`src/design/pidc_pkg.sv`:
```
`timescale 1ns / 1ps
// ----------------------------------------------------------------------------
// pidc_pkg
// shared types and constants of the clamped pid controller
// ----------------------------------------------------------------------------
package pidc_pkg;

    // register map of the configuration port
    typedef logic [2:0] cfg_idx_t;

    localparam cfg_idx_t CFG_PROP_GAIN     = 3'd0;
    localparam cfg_idx_t CFG_INTEG_GAIN    = 3'd1;
    localparam cfg_idx_t CFG_DERIV_GAIN    = 3'd2;
    localparam cfg_idx_t CFG_STEP_TIME     = 3'd3;
    localparam cfg_idx_t CFG_INV_STEP_TIME = 3'd4;
    localparam cfg_idx_t CFG_DRIVE_MIN     = 3'd5;
    localparam cfg_idx_t CFG_DRIVE_MAX     = 3'd6;

    // reset values of the registers
    localparam logic [23:0] PROP_GAIN_RST     = 24'd983040;
    localparam logic [23:0] INTEG_GAIN_RST    = 24'd163840;
    localparam logic [23:0] DERIV_GAIN_RST    = 24'd524288;
    localparam logic [15:0] STEP_TIME_RST     = 16'd3277;
    localparam logic [31:0] INV_STEP_TIME_RST = 32'd1310720;
    localparam logic [31:0] DRIVE_MIN_RST     = 32'd0;
    localparam logic [31:0] DRIVE_MAX_RST     = 32'd3276800;

    // saturation limits
    localparam logic [31:0] I32_MAX = 32'h7FFF_FFFF;
    localparam logic [31:0] I32_MIN = 32'h8000_0000;
    localparam logic [47:0] I48_MAX = 48'h7FFF_FFFF_FFFF;
    localparam logic [47:0] I48_MIN = 48'h8000_0000_0000;

    // shared multiplier: magnitude operands, sign of the product
    localparam int MUL_A_W     = 48;
    localparam int MUL_B_W     = 32;
    localparam int MUL_DIGIT_W = 24;
    localparam int MUL_ACC_W   = MUL_A_W + MUL_B_W;
    localparam int MUL_RES_W   = 64;

    typedef struct packed {
        logic               start;
        logic               neg;
        logic [MUL_A_W-1:0] a_mag;
        logic [MUL_B_W-1:0] b_mag;
    } mul_req_t;

    typedef struct packed {
        logic                 done;
        logic [MUL_RES_W-1:0] value;
    } mul_rsp_t;

endpackage

```
`src/design/pid_controller_clamped_unit.sv`:
```
`timescale 1ns / 1ps
// ----------------------------------------------------------------------------
// pid_controller_clamped_unit
// positional pid controller in q16.16 with saturating integral and clamped drive
// ----------------------------------------------------------------------------
// usage
//   input channel: target and measured (signed q16.16) with in_valid; the
//   block raises in_stall while it works on a transaction
//   output channel: drive (signed q16.16) and clamped with out_valid; the
//   receiver holds out_stall high to keep the result in place
//   configuration: cfg_valid/cfg_ready write cfg_data to register cfg_index
//   (0 prop_gain .. 6 drive_max); cfg_ready is always high, higher indexes
//   are dropped; write only while the block is idle
// timing
//   five products go one after another through one 24x32 multiplier, each in
//   steps (operand latch, two digits, sign and shift)
//   the result is written to the output register in the clamp state, and a new
//   input is taken only once the block is back in idle after that write
//   a result waiting under out_stall does not block the next input; only the
//   final write of the output register waits for the slot to free up
// reset
//   integral and previous error go to zero, registers to their defaults,
//   both channels idle
// ----------------------------------------------------------------------------
module pid_controller_clamped_unit (
    input  logic               clk,
    input  logic               rst_n,
    // input channel
    input  logic               in_valid,
    output logic               in_stall,
    input  logic signed [31:0] target,
    input  logic signed [31:0] measured,
    // output channel
    output logic               out_valid,
    input  logic               out_stall,
    output logic signed [31:0] drive,
    output logic               clamped,
    // configuration write channel
    input  logic               cfg_valid,
    output logic               cfg_ready,
    input  pidc_pkg::cfg_idx_t cfg_index,
    input  logic [31:0]        cfg_data
);
    import pidc_pkg::*;

    typedef enum logic [1:0] {
        S_IDLE,
        S_ISSUE,
        S_WAIT,
        S_CLAMP
    } state_t;

    // products in order; none needs the result of the one just before it
    typedef enum logic [2:0] {
        OP_INT,
        OP_DER,
        OP_P,
        OP_I,
        OP_D
    } op_t;

    // configuration registers
    logic signed [23:0] prop_gain_reg;
    logic signed [23:0] integ_gain_reg;
    logic signed [23:0] deriv_gain_reg;
    logic [15:0]        step_time_reg;
    logic [31:0]        inv_step_time_reg;
    logic signed [31:0] drive_min_reg;
    logic signed [31:0] drive_max_reg;

    // controller state and working registers
    state_t             state_reg;
    op_t                op_reg;
    logic signed [47:0] integral_reg;
    logic signed [31:0] last_error_reg;
    logic signed [31:0] err_reg;
    logic signed [32:0] delta_reg;
    logic signed [47:0] deriv_reg;
    logic signed [63:0] sum_reg;

    // output register
    logic               out_valid_reg;
    logic signed [31:0] drive_reg;
    logic               clamped_reg;

    // shared multiplier
    mul_req_t           mul_req;
    mul_rsp_t           mul_rsp;

    // error, saturated to 32 bits
    logic signed [32:0] err_diff;
    logic signed [31:0] err_sat;

    // operand selection
    op_t                op_start;
    op_t                op_after;
    logic signed [47:0] a_val;
    logic signed [32:0] b_val;
    logic [47:0]        a_abs;
    logic [32:0]        b_abs;

    // result handling
    logic signed [63:0] prod;
    logic signed [48:0] integ_sum;
    logic signed [47:0] integ_next;
    logic signed [47:0] deriv_next;

    // clamp
    logic signed [63:0] max_ext;
    logic signed [63:0] min_ext;
    logic               gt_max;
    logic               lt_min;
    logic               max_lt_min;
    logic signed [31:0] drive_next;
    logic               clamped_next;
    logic               out_free;

    assign err_diff = {target[31], target} - {measured[31], measured};
    assign err_sat  = (err_diff[32] != err_diff[31])
                    ? (err_diff[32] ? I32_MIN : I32_MAX) : err_diff[31:0];

    always_comb
    begin
        case (op_reg)
            OP_INT:  op_after = OP_DER;
            OP_DER:  op_after = OP_P;
            OP_P:    op_after = OP_I;
            OP_I:    op_after = OP_D;
            default: op_after = OP_D;
        endcase
        op_start = (state_reg == S_ISSUE) ? OP_INT : op_after;
    end

    // operands as signed values, then sign and magnitude
    always_comb
    begin
        case (op_start)
            OP_INT:
            begin
                a_val = 48'(err_reg);
                b_val = {17'd0, step_time_reg};
            end
            OP_DER:
            begin
                a_val = 48'(delta_reg);
                b_val = {1'b0, inv_step_time_reg};
            end
            OP_P:
            begin
                a_val = 48'(err_reg);
                b_val = 33'(prop_gain_reg);
            end
            OP_I:
            begin
                a_val = integral_reg;
                b_val = 33'(integ_gain_reg);
            end
            default:
            begin
                a_val = deriv_reg;
                b_val = 33'(deriv_gain_reg);
            end
        endcase
    end

    assign a_abs = a_val[47] ? 48'(-a_val) : 48'(a_val);
    assign b_abs = b_val[32] ? 33'(-b_val) : 33'(b_val);

    assign mul_req.start = (state_reg == S_ISSUE)
                         || (state_reg == S_WAIT && mul_rsp.done && op_reg != OP_D);
    assign mul_req.neg   = a_val[47] ^ b_val[32];
    assign mul_req.a_mag = a_abs;
    assign mul_req.b_mag = b_abs[31:0];

    pidc_mul u_mul (
        .clk   (clk),
        .rst_n (rst_n),
        .req   (mul_req),
        .rsp   (mul_rsp)
    );

    assign prod = $signed(mul_rsp.value);

    // integral step stays within 32 bits of magnitude, so 49 bits hold the sum
    assign integ_sum  = {integral_reg[47], integral_reg} + prod[48:0];
    assign integ_next = (integ_sum[48] != integ_sum[47])
                      ? (integ_sum[48] ? I48_MIN : I48_MAX) : integ_sum[47:0];
    assign deriv_next = (prod[63:47] == {17{prod[47]}})
                      ? prod[47:0] : (prod[63] ? I48_MIN : I48_MAX);

    // upper limit first, lower limit last
    assign max_ext    = 64'(drive_max_reg);
    assign min_ext    = 64'(drive_min_reg);
    assign gt_max     = sum_reg > max_ext;
    assign lt_min     = sum_reg < min_ext;
    assign max_lt_min = drive_max_reg < drive_min_reg;

    always_comb
    begin
        if (gt_max)
        begin
            drive_next   = max_lt_min ? drive_min_reg : drive_max_reg;
            clamped_next = max_lt_min ? (sum_reg != min_ext) : 1'b1;
        end
        else if (lt_min)
        begin
            drive_next   = drive_min_reg;
            clamped_next = 1'b1;
        end
        else
        begin
            drive_next   = sum_reg[31:0];
            clamped_next = 1'b0;
        end
    end

    assign out_free = !out_valid_reg || !out_stall;

    always_ff @(posedge clk or negedge rst_n)
    begin
        if (!rst_n)
        begin
            state_reg         <= S_IDLE;
            op_reg            <= OP_INT;
            out_valid_reg     <= 1'b0;
            integral_reg      <= '0;
            last_error_reg    <= '0;
            prop_gain_reg     <= PROP_GAIN_RST;
            integ_gain_reg    <= INTEG_GAIN_RST;
            deriv_gain_reg    <= DERIV_GAIN_RST;
            step_time_reg     <= STEP_TIME_RST;
            inv_step_time_reg <= INV_STEP_TIME_RST;
            drive_min_reg     <= DRIVE_MIN_RST;
            drive_max_reg     <= DRIVE_MAX_RST;
        end
        else
        begin
            // configuration writes, always taken
            if (cfg_valid)
            begin
                case (cfg_index)
                    CFG_PROP_GAIN:     prop_gain_reg     <= cfg_data[23:0];
                    CFG_INTEG_GAIN:    integ_gain_reg    <= cfg_data[23:0];
                    CFG_DERIV_GAIN:    deriv_gain_reg    <= cfg_data[23:0];
                    CFG_STEP_TIME:     step_time_reg     <= cfg_data[15:0];
                    CFG_INV_STEP_TIME: inv_step_time_reg <= cfg_data;
                    CFG_DRIVE_MIN:     drive_min_reg     <= cfg_data;
                    CFG_DRIVE_MAX:     drive_max_reg     <= cfg_data;
                    default:           ;
                endcase
            end

            // receiver took the result; a new result in the same cycle refills the slot
            if (out_valid_reg && !out_stall && state_reg != S_CLAMP)
            begin
                out_valid_reg <= 1'b0;
            end

            case (state_reg)
                S_IDLE:
                begin
                    if (in_valid)
                    begin
                        err_reg   <= err_sat;
                        state_reg <= S_ISSUE;
                    end
                end
                S_ISSUE:
                begin
                    // multiplier starts the integral product here
                    delta_reg      <= {err_reg[31], err_reg}
                                    - {last_error_reg[31], last_error_reg};
                    last_error_reg <= err_reg;
                    op_reg         <= OP_INT;
                    state_reg      <= S_WAIT;
                end
                S_WAIT:
                begin
                    if (mul_rsp.done)
                    begin
                        case (op_reg)
                            OP_INT:  integral_reg <= integ_next;
                            OP_DER:  deriv_reg    <= deriv_next;
                            OP_P:    sum_reg      <= prod;
                            default: sum_reg      <= sum_reg + prod;
                        endcase
                        if (op_reg == OP_D)
                        begin
                            state_reg <= S_CLAMP;
                        end
                        else
                        begin
                            op_reg <= op_after;
                        end
                    end
                end
                S_CLAMP:
                begin
                    if (out_free)
                    begin
                        out_valid_reg <= 1'b1;
                        drive_reg     <= drive_next;
                        clamped_reg   <= clamped_next;
                        state_reg     <= S_IDLE;
                    end
                end
                default:
                begin
                    state_reg <= S_IDLE;
                end
            endcase
        end
    end

    assign in_stall  = (state_reg != S_IDLE);
    assign cfg_ready = 1'b1;
    assign out_valid = out_valid_reg;
    assign drive     = drive_reg;
    assign clamped   = clamped_reg;

endmodule

```
`src/design/pidc_mul.sv`:
```
`timescale 1ns / 1ps
// ----------------------------------------------------------------------------
// pidc_mul
// shared sign-magnitude multiplier, 24x32 bits a cycle, result >> 16 toward zero
// ----------------------------------------------------------------------------
module pidc_mul (
    input  logic              clk,
    input  logic              rst_n,
    input  pidc_pkg::mul_req_t req,
    output pidc_pkg::mul_rsp_t rsp
);
    import pidc_pkg::*;

    typedef enum logic [1:0] {
        MS_IDLE,
        MS_RUN,
        MS_FIN
    } mul_state_t;

    localparam int PROD_W = MUL_DIGIT_W + MUL_B_W;

    mul_state_t           state_reg;
    logic                 digit_reg;
    logic                 done_reg;
    logic                 neg_reg;
    logic [MUL_A_W-1:0]   a_reg;
    logic [MUL_B_W-1:0]   b_reg;
    logic [MUL_ACC_W-1:0] acc_reg;
    logic [MUL_RES_W-1:0] res_reg;

    logic [PROD_W-1:0]    prod;
    logic [MUL_ACC_W-1:0] acc_next;
    logic [MUL_RES_W-1:0] mag;

    // most significant digit first
    assign prod     = PROD_W'(a_reg[MUL_A_W-1 -: MUL_DIGIT_W]) * PROD_W'(b_reg);
    assign acc_next = {acc_reg[MUL_ACC_W-MUL_DIGIT_W-1:0], {MUL_DIGIT_W{1'b0}}}
                    + MUL_ACC_W'(prod);
    assign mag      = acc_reg[MUL_ACC_W-1:16];

    always_ff @(posedge clk or negedge rst_n)
    begin
        if (!rst_n)
        begin
            state_reg <= MS_IDLE;
            digit_reg <= 1'b0;
            done_reg  <= 1'b0;
        end
        else
        begin
            // one-cycle pulse with the result
            done_reg <= (state_reg == MS_FIN);
            case (state_reg)
                MS_IDLE:
                begin
                    if (req.start)
                    begin
                        a_reg     <= req.a_mag;
                        b_reg     <= req.b_mag;
                        neg_reg   <= req.neg;
                        acc_reg   <= '0;
                        digit_reg <= 1'b0;
                        state_reg <= MS_RUN;
                    end
                end
                MS_RUN:
                begin
                    acc_reg   <= acc_next;
                    a_reg     <= {a_reg[MUL_A_W-MUL_DIGIT_W-1:0], {MUL_DIGIT_W{1'b0}}};
                    digit_reg <= 1'b1;
                    if (digit_reg)
                    begin
                        state_reg <= MS_FIN;
                    end
                end
                MS_FIN:
                begin
                    res_reg   <= neg_reg ? (-mag) : mag;
                    state_reg <= MS_IDLE;
                end
                default:
                begin
                    state_reg <= MS_IDLE;
                end
            endcase
        end
    end

    assign rsp.done  = done_reg;
    assign rsp.value = res_reg;

endmodule

```
`config.mk`:
```
export PLATFORM = sky130hd
export DESIGN_NAME = pid_controller_clamped_unit
export DESIGN_NICKNAME = d
export VERILOG_FILES = /design/src/design/pidc_pkg.sv /design/src/design/pid_controller_clamped_unit.sv /design/src/design/pidc_mul.sv
export SDC_FILE = /design/constraint.sdc
export NUM_CORES = 2
export LEC_CHECK = 0
export BUFFER_PORTS_ARGS = -buffer_cell sky130_fd_sc_hd__buf_2
export CAP_MARGIN = 5
export CORE_ASPECT_RATIO = 0.75
export CORE_MARGIN = 2
export CORE_UTILIZATION = 36
export DETAILED_ROUTE_END_ITERATION = 8
export PLACE_DENSITY = 0.52
export REMOVE_ABC_BUFFERS = 1
export SETUP_SLACK_MARGIN = 0.15
export SYNTH_ARGS = -nofsm -noshare
export SYNTH_HDL_FRONTEND = slang
export SYNTH_SLANG_ARGS = --single-unit
```
`constraint.sdc`:
```
create_clock -name clk -period 22.9 [get_ports clk]
set_input_delay 5.725 -clock clk [delete_from_list [all_inputs] [get_ports clk]]
set_output_delay 5.725 -clock clk [all_outputs]
set_load 0.05 [all_outputs]
```
==> impl_metrics.py <==
metrics = {
    "outcome": {
        "outcome": "finished clean",
    },
    "sta": {
        "tightest_slew_ns": 1.17,
        "hold_viol_final": 0,
        "relSlewSlack": 0.217,
        "finalSetupViolations": 0,
        "finalCritPeriodShare": 0.410,
        "min_period_ns": 9.38,
        "clock_skew_ns": 0.0662,
        "slew_violations": 0,
        "rsz0062_at_grt": "no",
        "max_freq_mhz": 107,
        "tns_ns": 0,
    },
    "grt": {
        "antenna_found_initial": 15,
        "grt_pass1_vias": 55600,
        "track_usage": 0.239,
        "grt_pass1_wl_mm": 360,
        "overflow": 0,
        "grt_max_degree": 91,
    },
    "finish": {
        "largest_reg_flops": 80,
        "drive_above_1_share": 0.0928,
        "area_delta_synth_final_pct": 9.21,
        "n_fill_cell": 19500,
        "nNetsFinal": 8743,
    },
    "detailed_routing": {
        "drt_pass1_iterations": 5,
        "drt_iter0_markers": 5342,
        "totalWireLength_mm": 238,
        "postRouteAntennaNets": 0,
        "wl_per_cell_um": 23.5,
        "vias": 54900,
        "post-route-drc-count": 0,
        "post_drt_via_cell_ratio": 5.43,
    },
    "clocking": {
        "clk_path_buf_depth": 3,
        "cts_root_buf": "clkbuf_16",
        "cts.sinks": 709,
        "cts_buffers": 79,
        "insertion_delay_ns": 0.73,
        "cts_tree": "built",
        "holdBufCountCts": 0,
        "cts_setup_buffers": 0,
        "htree_levels": 3,
        "cts.repair.resized": 0,
        "cts.clk_slew.worst_paths_ns": 0.08,
    },
    "critical_path": {
        "cpMaxStageDelayCell": "edfxtp_1",
        "crit_chain": "buf_4 -> nand2_1 -> fa_1 -> fa_1 -> inv_1 -> fa_1 -> fa_1 -> fa_1 -> fa_1 -> inv_1 -> fa_1 -> inv_1 -> ha_1 -> nand4_1 -> or2_2 -> a2111oi_0 -> nor2_1 -> a21oi_1 -> a41o_1 -> a21oi_1 -> o31a_1 -> nor4b_1 -> xnor2_1 -> nor2_1",
        "rr_worst_depth": 24,
        "slowest_delay_ns": 0.90,
        "arrival_ns": 9.82,
        "required_ns": 23.34,
        "path_class": "reg2reg",
        "start_kind": "flip-flop",
        "crit_top_cell": "fa_1",
        "end_kind": "flip-flop",
        "crit_path_max_fanout": 19,
    },
    "yosys": {
        "yosysWarnings": 0,
        "syn-instance-count": 7416,
        "synthesis.area_sq_um": 70900,
        "synth-edff-count": 435,
        "synth_seq_cells": 709,
        "synth_ff_type": "edfxtp_1",
        "synthArstFlopShare": 0.386,
        "ys_types": 103,
        "syn_area_per_cell_sq_um": 9.56,
        "yosysSeqAreaShare": 0.281,
    },
    "hold_path": {
        "holdPathStages": 1,
        "hold_class": "reg2reg",
    },
    "place": {
        "port_buffers": 138,
        "place.gp.congestion": 0.924,
        "place_hpwl_mm": 181,
    },
    "die": {
        "design.core.area_sq_um": 196000,
        "start_util": 0.361,
        "die-area_sq_um": 201000,
        "ioPinCount": 140,
        "fp.dieH_um": 388,
        "rows": 141,
        "die_w_um": 517,
    },
    "job": {
        "maxCapViolCount": 0,
    },
}
[metrics by stage]
stage	instance area [sq um]	utilization	cells	setup WS, ns	hold slack [ns]
detailed placement	74700	0.380	9965	12.85	0.491
CTS	77500	0.394	10100	13.60	0.493
global route	77500	0.394	10100	13.00	0.512
global placement	74700	0.380	9965	12.94	0.481
finish	77500	0.394	10100	13.52	0.491
floorplan	69500	-	7042	7.11	0.460
[cell usage in the layout (no fill, tap or decap), types with 19 or more instances in the layout]
master and n:
inv_1 1007, clkbuf_1 25, dfstp_2 19, nand3_1 74, dfrtp_1 252, xor2_1 118
o21bai_1 41, and2_1 402, or3_1 37, xnor2_1 222, nand2b_1 73, o22ai_1 60
nor2b_1 33, and3_1 40, buf_2 137, nand2_1 779, a22o_1 50, a211oi_1 31
mux2_2 194, o21ai_0 386, o21a_1 88, o211ai_1 29, o31ai_1 40, nor3_1 58
clkbuf_16 81, edfxtp_1 435, a2bb2oi_1 28, nor4_1 29, buf_4 140, a21o_1 182
nor2_1 286, a31oi_1 41, nand4_1 75, ha_1 541, fa_1 696, a21oi_1 386
[area by class of cell]
| type | count | area, sq um | area share |
|---|---|---|---|
| Timing Repair Buffer | 278 | 1750 | 0.0226 |
| Tap cell | 2645 | 3310 | 0.0427 |
| Inverter | 1010 | 3790 | 0.0489 |
| Clock buffer | 114 | 2230 | 0.0288 |
| Antenna cell | 1 | 2.50 | 0.0000323 |
| Sequential cell | 709 | 19900 | 0.258 |
| Multi-Input combinational cell | 5323 | 45900 | 0.593 |
| Clock inverter | 34 | 515 | 0.00666 |
[final timing paths]
kind | from | endpoint | slack (ns)
worst max-delay path | u_mul.a_reg[34] | u_mul.acc_reg[79] | 13.52
worst min-delay path | u_mul.digit_reg | u_mul.state_reg[0] | 0.49
worst max register to register | u_mul.a_reg[34] | u_mul.acc_reg[79] | 13.52
worst min register to register | u_mul.digit_reg | u_mul.state_reg[0] | 0.49
max in group asynchronous | rst_n | integral_reg[45] | 15.91
min in group asynchronous | rst_n | out_valid | 4.90
[synth_stat cells, types with 40 or more instances]
cell type  instances  area [sq um]
nand4_1           75           469
a22o_1            50           438
nor2_1           290          1090
nand2_1          780          2930
edfxtp_1         435         13100
a21oi_1          389          1950
clkbuf_1         323          1210
nand2b_1          75           469
o21bai_1          41           308
mux2_2           194          2180
a31oi_1           41           257
nand3_1           75           375
xnor2_1          223          1950
o21ai_0          386          1930
o31ai_1           40           300
o21a_1            88           661
ha_1             542          6780
and2_1           402          2510
inv_1           1007          3780
xor2_1           118          1030
nor3_1            60           300
fa_1             696         13900
dfrtp_1          255          6380
o22ai_1           61           382
a21o_1           182          1370
and3_1            41           257
[layer usage]
| layer | part of all wire | GRT usage | wire length [um] | vias up |
|---|---|---|---|---|
| li1 | - | - | - | 24900 |
| met1 | 0.48 | 0.364 | 115000 | 27700 |
| met2 | 0.40 | 0.335 | 95900 | 2041 |
| met3 | 0.092 | 0.0590 | 21900 | 249 |
| met4 | 0.024 | 0.0552 | 5600 | 0 |
| met5 | 0 | 0 | 0 | - |
[critical path: cells and delay by family (launching register included)]
family	cells	cell delay, ns
flops	1	0.90
buf+inv	4	0.64
fa+ha+maj	8	3.98
simple gates	6	1.35
compound gates	5	2.02
xor+xnor	1	0.16
[kinds of logic after synthesis]
kind of cell               synth area share
xor gates and xnor gates             0.0423
AOI/OAI and AO/OA                     0.138
DFF                                   0.281
muxes                                0.0329
and+or+nand+nor                       0.137
buffers and inverters                0.0741
other                             0.0000529
adders and majority gates             0.294
Power is not shown: default switching activity piles up to over one toggle a cycle in this logic, so the estimate is an artifact.
